==> src/design/mlfq_pkg.sv <==
`timescale 1ns / 1ps
// Shared constants and types of the multilevel feedback queue scheduler.
package mlfq_pkg;

  localparam int NUM_LEVELS     = 5;
  localparam int QUEUE_DEPTH    = 16;
  localparam int THREAD_ID_BITS = 6;

  localparam int LVL_W   = 3;
  localparam int HEAD_W  = $clog2(QUEUE_DEPTH);
  localparam int CNT_W   = $clog2(QUEUE_DEPTH + 1);
  localparam int ADDR_W  = $clog2(NUM_LEVELS * QUEUE_DEPTH);
  localparam int SLOTS   = NUM_LEVELS * QUEUE_DEPTH;
  localparam int QL_W    = 18;
  localparam int QMAX    = 131071;
  localparam int QSH_SAT = 17;
  localparam int SH_W    = 6;

  localparam int REQ_W  = 2;
  localparam int QBS_W  = 4;
  localparam int BLS_W  = 3;
  localparam int CIDX_W = 1;

  localparam logic [REQ_W-1:0] REQ_READY = 2'd0;
  localparam logic [REQ_W-1:0] REQ_PICK  = 2'd1;
  localparam logic [REQ_W-1:0] REQ_TICK  = 2'd2;

  localparam logic [CIDX_W-1:0] CFG_QUANTUM_BASE_SHIFT = 1'd0;
  localparam logic [CIDX_W-1:0] CFG_BOTTOM_LEVEL_SHIFT = 1'd1;

  typedef logic [LVL_W-1:0]          level_t;
  typedef logic [HEAD_W-1:0]         head_t;
  typedef logic [CNT_W-1:0]          count_t;
  typedef logic [ADDR_W-1:0]         addr_t;
  typedef logic [THREAD_ID_BITS-1:0] tid_t;
  typedef logic signed [QL_W-1:0]    quantum_t;

endpackage

==> src/design/multilevel_feedback_scheduler_core.sv <==
`timescale 1ns / 1ps
// Multilevel feedback queue scheduler core: ready queues, pick, quantum timer.
//
// Each request produces exactly one response. A request is registered on
// acceptance together with the queue memory read for a possible pick (the
// head of the highest non-empty level, with the state already updated by the
// request ahead of it), executed once the output register can take it, and
// placed there. Throughput is one request per cycle while the output is not
// stalled; the registered read of the 80-entry queue memory sets the
// pipeline depth. Configuration writes are always ready and take effect on
// the next executed request. The queue memory needs no clearing after reset.
module multilevel_feedback_scheduler_core (
  input  logic                                clk,
  input  logic                                rst,
  input  logic                                cfg_valid,
  output logic                                cfg_ready,
  input  logic [mlfq_pkg::CIDX_W-1:0]         cfg_index,
  input  logic [mlfq_pkg::QBS_W-1:0]          cfg_data,
  input  logic                                in_valid,
  output logic                                in_ready,
  input  logic [mlfq_pkg::REQ_W-1:0]          req_type,
  input  logic [mlfq_pkg::THREAD_ID_BITS-1:0] thread_id,
  input  logic [2:0]                          priority_req,
  input  logic                                cpu_idle,
  output logic                                out_valid,
  input  logic                                out_ready,
  output logic [mlfq_pkg::THREAD_ID_BITS-1:0] picked_thread,
  output logic                                picked_valid,
  output logic                                preempt_request,
  output logic                                yield_request,
  output logic [2:0]                          current_level,
  output logic                                queue_full_drop
);

  localparam mlfq_pkg::level_t BOTTOM = mlfq_pkg::LVL_W'(mlfq_pkg::NUM_LEVELS - 1);

  // configuration
  logic [mlfq_pkg::QBS_W-1:0] quantum_base_shift;
  logic [mlfq_pkg::BLS_W-1:0] bottom_level_shift;

  // scheduler state
  mlfq_pkg::head_t    queue_head [mlfq_pkg::NUM_LEVELS];
  mlfq_pkg::count_t   queue_count [mlfq_pkg::NUM_LEVELS];
  mlfq_pkg::tid_t     running_thread;
  mlfq_pkg::level_t   running_level;
  mlfq_pkg::tid_t     last_seen_thread;
  logic               last_seen_valid;
  mlfq_pkg::quantum_t quantum_left;

  mlfq_pkg::head_t    queue_head_next [mlfq_pkg::NUM_LEVELS];
  mlfq_pkg::count_t   queue_count_next [mlfq_pkg::NUM_LEVELS];
  mlfq_pkg::tid_t     running_thread_next;
  mlfq_pkg::level_t   running_level_next;
  mlfq_pkg::tid_t     last_seen_thread_next;
  logic               last_seen_valid_next;
  mlfq_pkg::quantum_t quantum_left_next;

  // queue memory
  mlfq_pkg::tid_t ready_queue_store [mlfq_pkg::SLOTS];

  // execute stage
  logic                       st_valid;
  logic [mlfq_pkg::REQ_W-1:0] st_req;
  mlfq_pkg::tid_t             st_tid;
  logic [2:0]                 st_prio;
  logic                       st_idle;
  mlfq_pkg::tid_t             st_rd_data;
  logic                       st_byp;
  mlfq_pkg::tid_t             st_byp_data;

  logic st_fire;
  logic in_fire;
  logic do_op;

  mlfq_pkg::level_t rdy_lv;
  logic             rdy_full;
  logic             wr_en;
  mlfq_pkg::addr_t  wr_addr;
  mlfq_pkg::head_t  wr_slot;
  logic             pick_found;
  mlfq_pkg::level_t pick_lv;
  mlfq_pkg::tid_t   head_data;
  logic             nxt_found;
  mlfq_pkg::level_t nxt_lv;
  mlfq_pkg::addr_t  rd_addr;

  mlfq_pkg::tid_t   res_picked;
  logic             res_pvalid;
  logic             res_preempt;
  logic             res_yield;
  logic             res_drop;

  mlfq_pkg::quantum_t q_base;
  mlfq_pkg::quantum_t q_dec;

  function automatic logic [mlfq_pkg::LVL_W:0] first_nonempty(
    input mlfq_pkg::count_t cnt [mlfq_pkg::NUM_LEVELS]
  );
    logic [mlfq_pkg::LVL_W:0] r;
    r = '0;
    for (int i = mlfq_pkg::NUM_LEVELS - 1; i >= 0; i--) begin
      if (cnt[i] != '0) begin
        r = {1'b1, mlfq_pkg::LVL_W'(i)};
      end
    end
    return r;
  endfunction

  function automatic mlfq_pkg::head_t slot_wrap(input logic [mlfq_pkg::CNT_W:0] s);
    logic [mlfq_pkg::CNT_W:0] r;
    r = s;
    if (s >= (mlfq_pkg::CNT_W + 1)'(mlfq_pkg::QUEUE_DEPTH)) begin
      r = s - (mlfq_pkg::CNT_W + 1)'(mlfq_pkg::QUEUE_DEPTH);
    end
    return r[mlfq_pkg::HEAD_W-1:0];
  endfunction

  function automatic mlfq_pkg::addr_t slot_addr(input mlfq_pkg::level_t lv,
                                                input mlfq_pkg::head_t slot);
    return mlfq_pkg::ADDR_W'(int'(lv) * mlfq_pkg::QUEUE_DEPTH + int'(slot));
  endfunction

  function automatic mlfq_pkg::quantum_t quantum_for(
    input mlfq_pkg::level_t lv,
    input logic [mlfq_pkg::QBS_W-1:0] base,
    input logic [mlfq_pkg::BLS_W-1:0] bottom
  );
    logic [mlfq_pkg::SH_W-1:0] sh;
    mlfq_pkg::quantum_t q;
    sh = mlfq_pkg::SH_W'(lv) + mlfq_pkg::SH_W'(base);
    if (lv == BOTTOM) begin
      sh = sh + mlfq_pkg::SH_W'(bottom);
    end
    if (sh >= mlfq_pkg::SH_W'(mlfq_pkg::QSH_SAT)) begin
      q = mlfq_pkg::QL_W'(mlfq_pkg::QMAX);
    end else begin
      q = mlfq_pkg::quantum_t'(1) << sh;
    end
    return q;
  endfunction

  function automatic mlfq_pkg::level_t priority_lim(input logic [2:0] p);
    mlfq_pkg::level_t r;
    r = mlfq_pkg::LVL_W'(p);
    if (int'(p) > mlfq_pkg::NUM_LEVELS - 1) begin
      r = BOTTOM;
    end
    return r;
  endfunction

  assign cfg_ready = 1'b1;
  assign st_fire   = st_valid && (!out_valid || out_ready);
  assign in_ready  = !st_valid || st_fire;
  assign in_fire   = in_valid && in_ready;
  assign do_op     = st_fire;

  always_ff @(posedge clk) begin
    if (rst) begin
      quantum_base_shift <= mlfq_pkg::QBS_W'(2);
      bottom_level_shift <= mlfq_pkg::BLS_W'(2);
    end else if (cfg_valid) begin
      case (cfg_index)
        mlfq_pkg::CFG_QUANTUM_BASE_SHIFT: quantum_base_shift <= cfg_data;
        mlfq_pkg::CFG_BOTTOM_LEVEL_SHIFT: bottom_level_shift <= cfg_data[mlfq_pkg::BLS_W-1:0];
        default: ;
      endcase
    end
  end

  // execute the staged request
  always_comb begin
    logic [mlfq_pkg::LVL_W:0] enc;
    rdy_lv = (priority_lim(st_prio));
    rdy_full = (queue_count[rdy_lv] >= mlfq_pkg::CNT_W'(mlfq_pkg::QUEUE_DEPTH));
    wr_slot = slot_wrap((mlfq_pkg::CNT_W + 1)'(queue_head[rdy_lv])
                        + (mlfq_pkg::CNT_W + 1)'(queue_count[rdy_lv]));
    wr_addr = slot_addr(rdy_lv, wr_slot);
    wr_en = do_op && (st_req == mlfq_pkg::REQ_READY) && !rdy_full;

    enc = first_nonempty(queue_count);
    pick_found = enc[mlfq_pkg::LVL_W];
    pick_lv = enc[mlfq_pkg::LVL_W-1:0];
    head_data = st_byp ? st_byp_data : st_rd_data;

    queue_head_next = queue_head;
    queue_count_next = queue_count;
    running_thread_next = running_thread;
    running_level_next = running_level;
    last_seen_thread_next = last_seen_thread;
    last_seen_valid_next = last_seen_valid;
    quantum_left_next = quantum_left;
    res_picked = '0;
    res_pvalid = 1'b0;
    res_preempt = 1'b0;
    res_yield = 1'b0;
    res_drop = 1'b0;
    q_base = quantum_left;
    q_dec = quantum_left;

    if (do_op) begin
      case (st_req)
        mlfq_pkg::REQ_READY: begin
          if (rdy_full) begin
            res_drop = 1'b1;
          end else begin
            queue_count_next[rdy_lv] = queue_count[rdy_lv] + 1'b1;
            res_preempt = (st_tid != running_thread) && (rdy_lv < running_level);
          end
        end
        mlfq_pkg::REQ_PICK: begin
          if (pick_found) begin
            res_picked = head_data;
            res_pvalid = 1'b1;
            queue_head_next[pick_lv] = slot_wrap((mlfq_pkg::CNT_W + 1)'(queue_head[pick_lv])
                                                 + (mlfq_pkg::CNT_W + 1)'(1));
            queue_count_next[pick_lv] = queue_count[pick_lv] - 1'b1;
            running_thread_next = head_data;
            running_level_next = pick_lv;
          end
        end
        mlfq_pkg::REQ_TICK: begin
          if (!st_idle) begin
            if (!last_seen_valid || last_seen_thread != running_thread) begin
              q_base = quantum_for(running_level, quantum_base_shift, bottom_level_shift);
              last_seen_thread_next = running_thread;
              last_seen_valid_next = 1'b1;
            end
            q_dec = q_base - mlfq_pkg::quantum_t'(1);
            quantum_left_next = q_dec;
            if (q_dec < 0) begin
              quantum_left_next = -mlfq_pkg::quantum_t'(1);
              if (running_level < BOTTOM) begin
                running_level_next = running_level + 1'b1;
              end
              res_yield = 1'b1;
            end
          end
        end
        default: ;
      endcase
    end

    // head of the highest non-empty level once this request has executed
    enc = first_nonempty(queue_count_next);
    nxt_found = enc[mlfq_pkg::LVL_W];
    nxt_lv = nxt_found ? enc[mlfq_pkg::LVL_W-1:0] : '0;
    rd_addr = slot_addr(nxt_lv, queue_head_next[nxt_lv]);
  end

  always_ff @(posedge clk) begin
    if (wr_en) begin
      ready_queue_store[wr_addr] <= st_tid;
    end
    if (in_fire) begin
      st_rd_data <= ready_queue_store[rd_addr];
      st_byp <= wr_en && (wr_addr == rd_addr);
      st_byp_data <= st_tid;
      st_req <= req_type;
      st_tid <= thread_id;
      st_prio <= priority_req;
      st_idle <= cpu_idle;
    end
  end

  always_ff @(posedge clk) begin
    if (rst) begin
      st_valid <= 1'b0;
    end else if (in_ready) begin
      st_valid <= in_valid;
    end
  end

  always_ff @(posedge clk) begin
    if (rst) begin
      for (int i = 0; i < mlfq_pkg::NUM_LEVELS; i++) begin
        queue_head[i] <= '0;
        queue_count[i] <= '0;
      end
      running_thread <= '0;
      running_level <= '0;
      last_seen_thread <= '0;
      last_seen_valid <= 1'b0;
      quantum_left <= '0;
    end else begin
      queue_head <= queue_head_next;
      queue_count <= queue_count_next;
      running_thread <= running_thread_next;
      running_level <= running_level_next;
      last_seen_thread <= last_seen_thread_next;
      last_seen_valid <= last_seen_valid_next;
      quantum_left <= quantum_left_next;
    end
  end

  // output register
  always_ff @(posedge clk) begin
    if (rst) begin
      out_valid <= 1'b0;
    end else if (st_fire) begin
      out_valid <= 1'b1;
    end else if (out_ready) begin
      out_valid <= 1'b0;
    end
  end

  always_ff @(posedge clk) begin
    if (st_fire) begin
      picked_thread <= res_picked;
      picked_valid <= res_pvalid;
      preempt_request <= res_preempt;
      yield_request <= res_yield;
      current_level <= 3'(running_level_next);
      queue_full_drop <= res_drop;
    end
  end

endmodule
==> config.mk <==
export PLATFORM = sky130hd
export DESIGN_NAME = multilevel_feedback_scheduler_core
export DESIGN_NICKNAME = d
export VERILOG_FILES = /design/src/design/mlfq_pkg.sv /design/src/design/multilevel_feedback_scheduler_core.sv
export SDC_FILE = /design/constraint.sdc
export NUM_CORES = 1
export LEC_CHECK = 0
export BUFFER_PORTS_ARGS = -buffer_cell sky130_fd_sc_hd__buf_2
export CAP_MARGIN = 10
export CORE_UTILIZATION = 36
export CTS_BUF_LIST = sky130_fd_sc_hd__clkbuf_4 sky130_fd_sc_hd__clkbuf_8 sky130_fd_sc_hd__clkbuf_16
export DETAILED_ROUTE_END_ITERATION = 8
export GPL_ROUTABILITY_DRIVEN = 0
export SLEW_MARGIN = 10
export SYNTH_ARGS = -nofsm -noshare
export SYNTH_HDL_FRONTEND = slang
export SYNTH_SLANG_ARGS = --single-unit
==> constraint.sdc <==
create_clock -name clk -period 9.65 [get_ports clk]
set_input_delay 1.4475 -clock clk [delete_from_list [all_inputs] [get_ports clk]]
set_output_delay 1.4475 -clock clk [all_outputs]
set_load 0.02 [all_outputs]
==> run_results.csv, run 1 <==
group,metric,value,unit
status,status,"finished, final reports clean",
critical_path,cp_num_buf_inv,2,
yosys,synth-seq-cells,606,
yosys,synth_cell_types,98,
die,die_area,0.0788,mm2
critical_path,slowest_delay,0.83,ns
timing,relSlewSlack,0.231,
yosys,seq_area_frac_synth,0.619,
cells_and_area,area_growth,12.5,%
yosys,synth.net_count,2314,
critical_path,worst_setup_path_start_kind,"register",
timing,setup_viol,0,
yosys,synth-main-ff-cell,"edfxtp_1",
placed_design,postPlaceCellArea,0.0292,mm2
critical_path,worstPathMaxFanout,41,
cells_and_area,utilization,0.412,
min_path,min_path_type,"reg2reg",
die,start_util,0.366,
cells_and_area,final_cell_mix,"edfxtp_1 (518), nand2_1 (304), nor2_1 (227), mux2i_1 (106), nand3_1 (91)",
cells_and_area,drive_above_1_share,0.119,
detailed_routing,num_vias,19500,
die,design.core.area,0.0765,mm2
power,power.leakage,0.0107,uW
yosys,synthesis.area,0.0280,mm2
clock_tree,cts_buffers,66,
detailed_routing,viasPerCell,5.80,
cells_and_area,antenna_cells,0,
clock_tree,clk-insertion-delay-late,0.61,ns
job,maxCapViolations,0,
clock_tree,clkSlewWorstSetupHoldPaths,0.06,ns
timing,rsz0062_at_grt,"no",
cells_and_area,layout_commonest_cell,"edfxtp_1",
timing,fmax,125,MHz
power,p_total,5890,uW
placed_design,hpwl,50600,um
critical_path,crit_type,"reg2reg",
die,die-width,281,um
critical_path,crit_arrival,8.33,ns
critical_path,crit_chain,"nor3_1, nand4_1, nor3_1, a21oi_1, o21ai_0, ha_1, inv_1, xnor2_1, a222oi_1, nand3_1, a2111oi_4, nand3_1, or2_0, o22ai_4, buf_4, o2111ai_1, o211ai_1, a21oi_1, a32o_1, o41a_1",
critical_path,end_kind,"register",
global_route,grt_max_degree,94,
critical_path,cp.required,10.01,ns
placed_design,placement.io_buffers,36,
detailed_routing,wire_per_inst,23.2,um
global_route,antenna_found_initial,2,
timing,min_period,7.98,ns
die,fp-row-count,101,
yosys,syn_area_per_cell,12.3,um2
detailed_routing,dr.pass1.iters,6,
yosys,async_reset_ff_frac,0,
detailed_routing,ant_nets,0,
yosys,synth_top_area_frac,0.556,
yosys,synth_area_leader_cell,"edfxtp_1",
yosys,yosys-top-cells-area,"edfxtp_1 (56%), dfxtp_1 (6.3%), nand2_1 (4.1%)",
timing,setup_tns,0,ns
timing,hold_violations,0,
die,io_pins,38,
clock_tree,cts_sinks,606,
global_route,grt_usage,0.198,
global_route,grt_pass1_vias,19000,
cells_and_area,n_fill_cell,7080,
yosys,synthCells,2269,
timing,worst_pin_slew,1.15,ns
clock_tree,ctsLongestPathBuffers,3,
clock_tree,hold_buffers,0,
timing,fin_worst_skew,0.0216,ns
timing,slew_violations,0,
critical_path,cpMaxStageDelayCell,"a2111oi_4",
clock_tree,cts_root_buffer,"clkbuf_16",
yosys,yosys_warnings,0,
cells_and_area,num-nets-final,2328,
clock_tree,cts-resized-gates,0,
clock_tree,cts_tree,"built",
yosys,synth_edf_count,518,
critical_path,path_delay_family,"compound AO/OA/AOI/OAI gates",
die,die_h,281,um
clock_tree,htree_levels,3,
power,irDropWorstVdd,0.119,mV
power,cellPowerDensity,187,mW/mm2
detailed_routing,finalWirelength,78200,um
detailed_routing,drt_iter0_markers,2284,
timing,fin_crit_sh,0.827,
detailed_routing,drc,0,
clock_tree,cts_setup_buffers,0,
global_route,grt_overflow,0,
cells_and_area,finalInstanceArea,0.0315,mm2
global_route,grt_pass1_wl,119000,um
final cells by class:
cell class	count	area [um2]	share of cell area
clock buffer	87	1900	0.0605
inverter	37	139	0.00441
tap	1030	1290	0.0410
multi-input combinational	1491	9900	0.315
clock inverter	35	363	0.0115
sequential	606	17300	0.550
timing repair buffer	81	556	0.0177
per-stage QoR:
stage | cells | hold slack (ns) | setup slack, ns
floorplan | 2269 | 0.440 | 3.63
global placement | 3245 | 0.458 | 1.60
detailed placement | 3245 | 0.468 | 1.36
CTS | 3367 | 0.475 | 1.88
global route | 3367 | 0.482 | 1.25
finish | 3367 | 0.474 | 1.67
logic make-up after synthesis:
group | count (synthesis) | share of synthesized area
AOI/OAI and AO/OA | 455 | 0.125
adders and majority gates | 23 | 0.0111
buffers and inverters | 172 | 0.0293
other | 1 | 0.000134
and+or+nand+nor | 790 | 0.126
muxes | 168 | 0.0718
DFF | 606 | 0.619
xor gates and xnor gates | 54 | 0.0177
worst register-to-register path: cells and delay by family (launching register included):
family                     cells  cell delay [ns]
AOI/OAI and AO/OA             10             3.58
xor gates and xnor gates       1             0.18
adders and majority gates      1             0.30
buffers and inverters          2             0.77
DFF                            1             0.38
and+or+nand+nor                6             2.54
path summary, 6_finish.rpt:
path | from | endpoint | slack (ns) | cells past startpoint
setup / recovery | queue_count[21] | st_rd_data[1] | 1.67 | 20
hold / removal | bottom_level_shift[0] | bottom_level_shift[0] | 0.47 | 2
setup reg to reg | queue_count[21] | st_rd_data[1] | 1.67 | 20
hold reg to reg | bottom_level_shift[0] | bottom_level_shift[0] | 0.47 | 2
routing by layer:
| layer | global-route usage | vias to the layer above | wire length, um | share of wire |
|---|---|---|---|---|
| met5 | 0 | - | 0 | 0 |
| met4 | 0.0602 | 0 | 2310 | 0.029 |
| met3 | 0.0456 | 175 | 7180 | 0.092 |
| met2 | 0.307 | 986 | 35200 | 0.45 |
| met1 | 0.274 | 9654 | 33600 | 0.43 |
| li1 | - | 8704 | - | - |
registers in the layout, indices dropped and copies added, names as in the netlist, 18 cells and up:
register           count
quantum_left          18
ready_queue_store    480
queue_head            20
queue_count           25
synth_stat cells (12+ instances only):
cell and number:
a2111oi_0 17, a211oi_1 40, a21oi_1 71, a22oi_1 12
a311o_1 15, a311oi_1 24, a31oi_1 25, and3_1 18
buf_2 42, buf_4 19, clkbuf_1 60, dfxtp_1 88
edfxtp_1 518, ha_1 20, inv_1 34, mux2_2 35
mux2i_1 106, mux4_2 22, nand2_1 304, nand3_1 92
nor2_1 227, nor2b_1 24, nor3_1 37, nor4_1 14
o211a_1 26, o211ai_1 27, o21ai_0 42, xnor2_1 31
xor2_1 21
report_power, final:
group	internal [uW]	switching, uW
Sequential	2860	15.4
Clock	1560	1060
Combinational	125	271
Total	4550	1350
(Power assumes the default switching activity.)
==> run 2, diff against run 1 <==
--- a/config.mk
+++ b/config.mk
@@ -5,6 +5,7 @@
 export SDC_FILE = /design/constraint.sdc
 export NUM_CORES = 1
 export LEC_CHECK = 0
+export ABC_AREA = 1
 export BUFFER_PORTS_ARGS = -buffer_cell sky130_fd_sc_hd__buf_2
 export CAP_MARGIN = 10
 export CORE_UTILIZATION = 36
==> constraint.sdc (replaced) <==
create_clock -name clk -period 7 [get_ports clk]
set_input_delay 1.05 -clock clk [delete_from_list [all_inputs] [get_ports clk]]
set_output_delay 1.05 -clock clk [all_outputs]
set_load 0.02 [all_outputs]
==> run 2 against run 1 <==
Net effect: critical path depth grew 13; via count grew 13%; count of clock-buffer cells in the layout up 2; die area grew 3.9%; critical path type unchanged.
==> run_results.csv, run 2 <==
group,metric,value,unit
timing,fin_crit_sh,0.911,
critical_path,reg2reg_slack,0.63,ns
yosys,synth-seq-cells,606,
die,die-width,286,um
critical_path,crit_path_end,"st_rd_data[5]",
global_route,grt_max_degree,97,
power,cellPowerDensity,304,mW/mm2
critical_path,worstSetupStartpoint,"queue_count[23]",
yosys,yosys.area_share.xor_xnor,0.00843,
status,status,"finished, final reports clean",
yosys,yosys_warnings,0,
detailed_routing,drt_iter0_markers,2409,
min_path,min_from,"running_thread[5]",
timing,hold_violations,0,
cells_and_area,largest_registers,"ready_queue_store x480, queue_count x25, queue_head x20",
critical_path,cpMostUsedCell,"nor2_1",
cells_and_area,area_growth,12.7,%
critical_path,regToRegEndpoint,"st_rd_data[5]",
power,power.leakage,0.0130,uW
yosys,synthMuxAreaShare,0,
timing,fmax,157,MHz
clock_tree,cts_root_buffer,"clkbuf_16",
clock_tree,htree_levels,3,
yosys,syn_area_per_cell,9.40,um2
clock_tree,ctsLongestPathBuffers,3,
min_path,min_path_type,"reg2reg",
detailed_routing,wire_per_inst,19.4,um
placed_design,postPlaceCellArea,0.0304,mm2
yosys,synth_top_family_by_area,"simple AND/OR/NAND/NOR gates",
timing,rsz0062_at_grt,"no",
detailed_routing,dr.pass1.iters,8,
detailed_routing,ant_nets,0,
power,irDropWorstVdd,0.175,mV
detailed_routing,drc,0,
placed_design,placement.io_buffers,36,
yosys,yosysMostFrequentCell,"nand2_1",
cells_and_area,final_cell_mix,"nand2_1 (555), edfxtp_1 (518), nand3_1 (484), inv_1 (448), nor2_1 (273)",
yosys,synth_edf_count,518,
die,design.core.area,0.0795,mm2
timing,worst_pin_slew,1.14,ns
yosys,synthAdderAreaFrac,0.0107,
yosys,yosys-top-cells-area,"edfxtp_1 (53%), nand3_1 (8.3%), nand2_1 (7.2%)",
detailed_routing,num_vias,22100,
yosys,async_reset_ff_frac,0,
global_route,grt_pass1_wl,127000,um
yosys,synth.net_count,3140,
yosys,synthesis.area,0.0291,mm2
clock_tree,cts_sinks,606,
critical_path,cpMaxStageDelayCell,"ha_1",
critical_path,slowest_delay,0.41,ns
timing,setup_tns,0,ns
clock_tree,clkSlewWorstSetupHoldPaths,0.06,ns
global_route,grt_overflow,0,
critical_path,worst_setup_path_start_kind,"register",
cells_and_area,regMostFlops,"ready_queue_store",
global_route,antenna_found_initial,0,
yosys,seq_area_frac_synth,0.595,
job,maxCapViolations,0,
cells_and_area,num-nets-final,3161,
yosys,synth_area_leader_cell,"edfxtp_1",
yosys,synth-simple-area-share,0.227,
die,fp-row-count,103,
timing,fin_worst_skew,0.0437,ns
cells_and_area,utilization,0.412,
yosys,synth_compound_area_frac,0.0721,
placed_design,dp_cells,4095,
critical_path,end_kind,"register",
critical_path,crit_type,"reg2reg",
die,die_area,0.0819,mm2
clock_tree,cts_tree,"built",
global_route,grt_pass1_vias,21200,
clock_tree,cts_buffers,69,
detailed_routing,viasPerCell,5.25,
yosys,synth_cell_types,54,
die,io_pins,38,
cells_and_area,drive_above_1_share,0.0858,
timing,slew_violations,0,
critical_path,cp.required,7.47,ns
critical_path,crit_arrival,6.84,ns
cells_and_area,finalInstanceArea,0.0328,mm2
cells_and_area,largest_register_ffs,480,
timing,min_period,6.37,ns
critical_path,r2r_cells,33,
yosys,synthCells,3095,
global_route,grt_usage,0.200,
yosys,synth-main-ff-cell,"edfxtp_1",
timing,hold_ws,0.465,ns
detailed_routing,finalWirelength,82000,um
yosys,synth_top_area_frac,0.535,
cells_and_area,stdcell_count,4219,
cells_and_area,layout_commonest_cell,"nand2_1",
placed_design,hpwl,51800,um
die,die_h,286,um
cells_and_area,antenna_cells,0,
timing,relSlewSlack,0.241,
die,start_util,0.366,
clock_tree,clk-insertion-delay-late,0.62,ns
yosys,ys_top_cells_by_count,"nand2_1 (556), edfxtp_1 (518), nand3_1 (484), inv_1 (448), nor2_1 (273)",
timing,setup_viol,0,
clock_tree,cts_setup_buffers,0,
critical_path,worstPathMaxFanout,34,
critical_path,r2r-start,"queue_count[23]",
[run 2: layout make-up]
type / instances / area [um2]
Clock buffer: 89 / 1910
Tap cell: 1050 / 1310
Timing Repair Buffer: 85 / 698
Clock inverter: 35 / 429
Fill cell: 7748 / 46700
Inverter: 473 / 1780
Sequential cell: 606 / 17300
Multi-Input combinational cell: 1881 / 9320
[run 2: what timing repair did]
item | CTS | global route
endpoints found under the setup margin | 0 | 6
gates resized for setup | 0 | 3
hold buffers | 0 | 0
hold endpoints to repair | 0 | 0
[run 2: worst min-delay path by stage]
stage	slack, ns	depth (start not counted)	endpoint
5_1_grt	0.49	2	running_thread[5]
4_1_cts	0.47	2	running_thread[5]
6_report	0.46	2	running_thread[5]
3_5_place_dp	0.46	2	running_thread[5]
2_1_floorplan	0.43	2	last_seen_valid
3_3_place_gp	0.45	2	last_seen_valid
[run 2: layer usage]
layer | routed length (um) | global-route usage
met1 | 35400 | 0.276
met4 | 2390 | 0.0697
met5 | 0 | 0
met2 | 37900 | 0.318
met3 | 6360 | 0.0329
[run 2: cell families (layout without fill, tap and decap cells)]
kind of cell | after synthesis | after routing
flip-flops | 606 | 606
adder cells (fa/ha/maj) | 23 | 23
other | 1 | 1
XOR/XNOR | 28 | 28
AND/OR/NAND/NOR | 1458 | 1458
AO/OA/AOI/OAI | 371 | 371
buffers and inverters | 608 | 682
[run 2: critical path, delay by kind of cell, from the launching register on]
family,cells,cell delay [ns]
AO/OA/AOI/OAI,7,1.12
adder cells (fa/ha/maj),1,0.41
AND/OR/NAND/NOR,21,3.52
flip-flops,1,0.35
buffers and inverters,4,0.81
[run 2: per-stage QoR]
step | setup slack, ns | power, uW
after detailed placement | 0.370 | 6280
after global routing | 0.110 | 10400
after floorplan | 2.61 | 5530
after CTS | 0.343 | 9990
after global placement | 0.341 | 6280
final | 0.626 | 9970
[run 2: report_power, final]
group | internal (uW) | switching [uW] | total (uW)
Clock | 2240 | 1490 | 3720
Combinational | 640 | 1580 | 2220
Sequential | 3970 | 45.6 | 4020
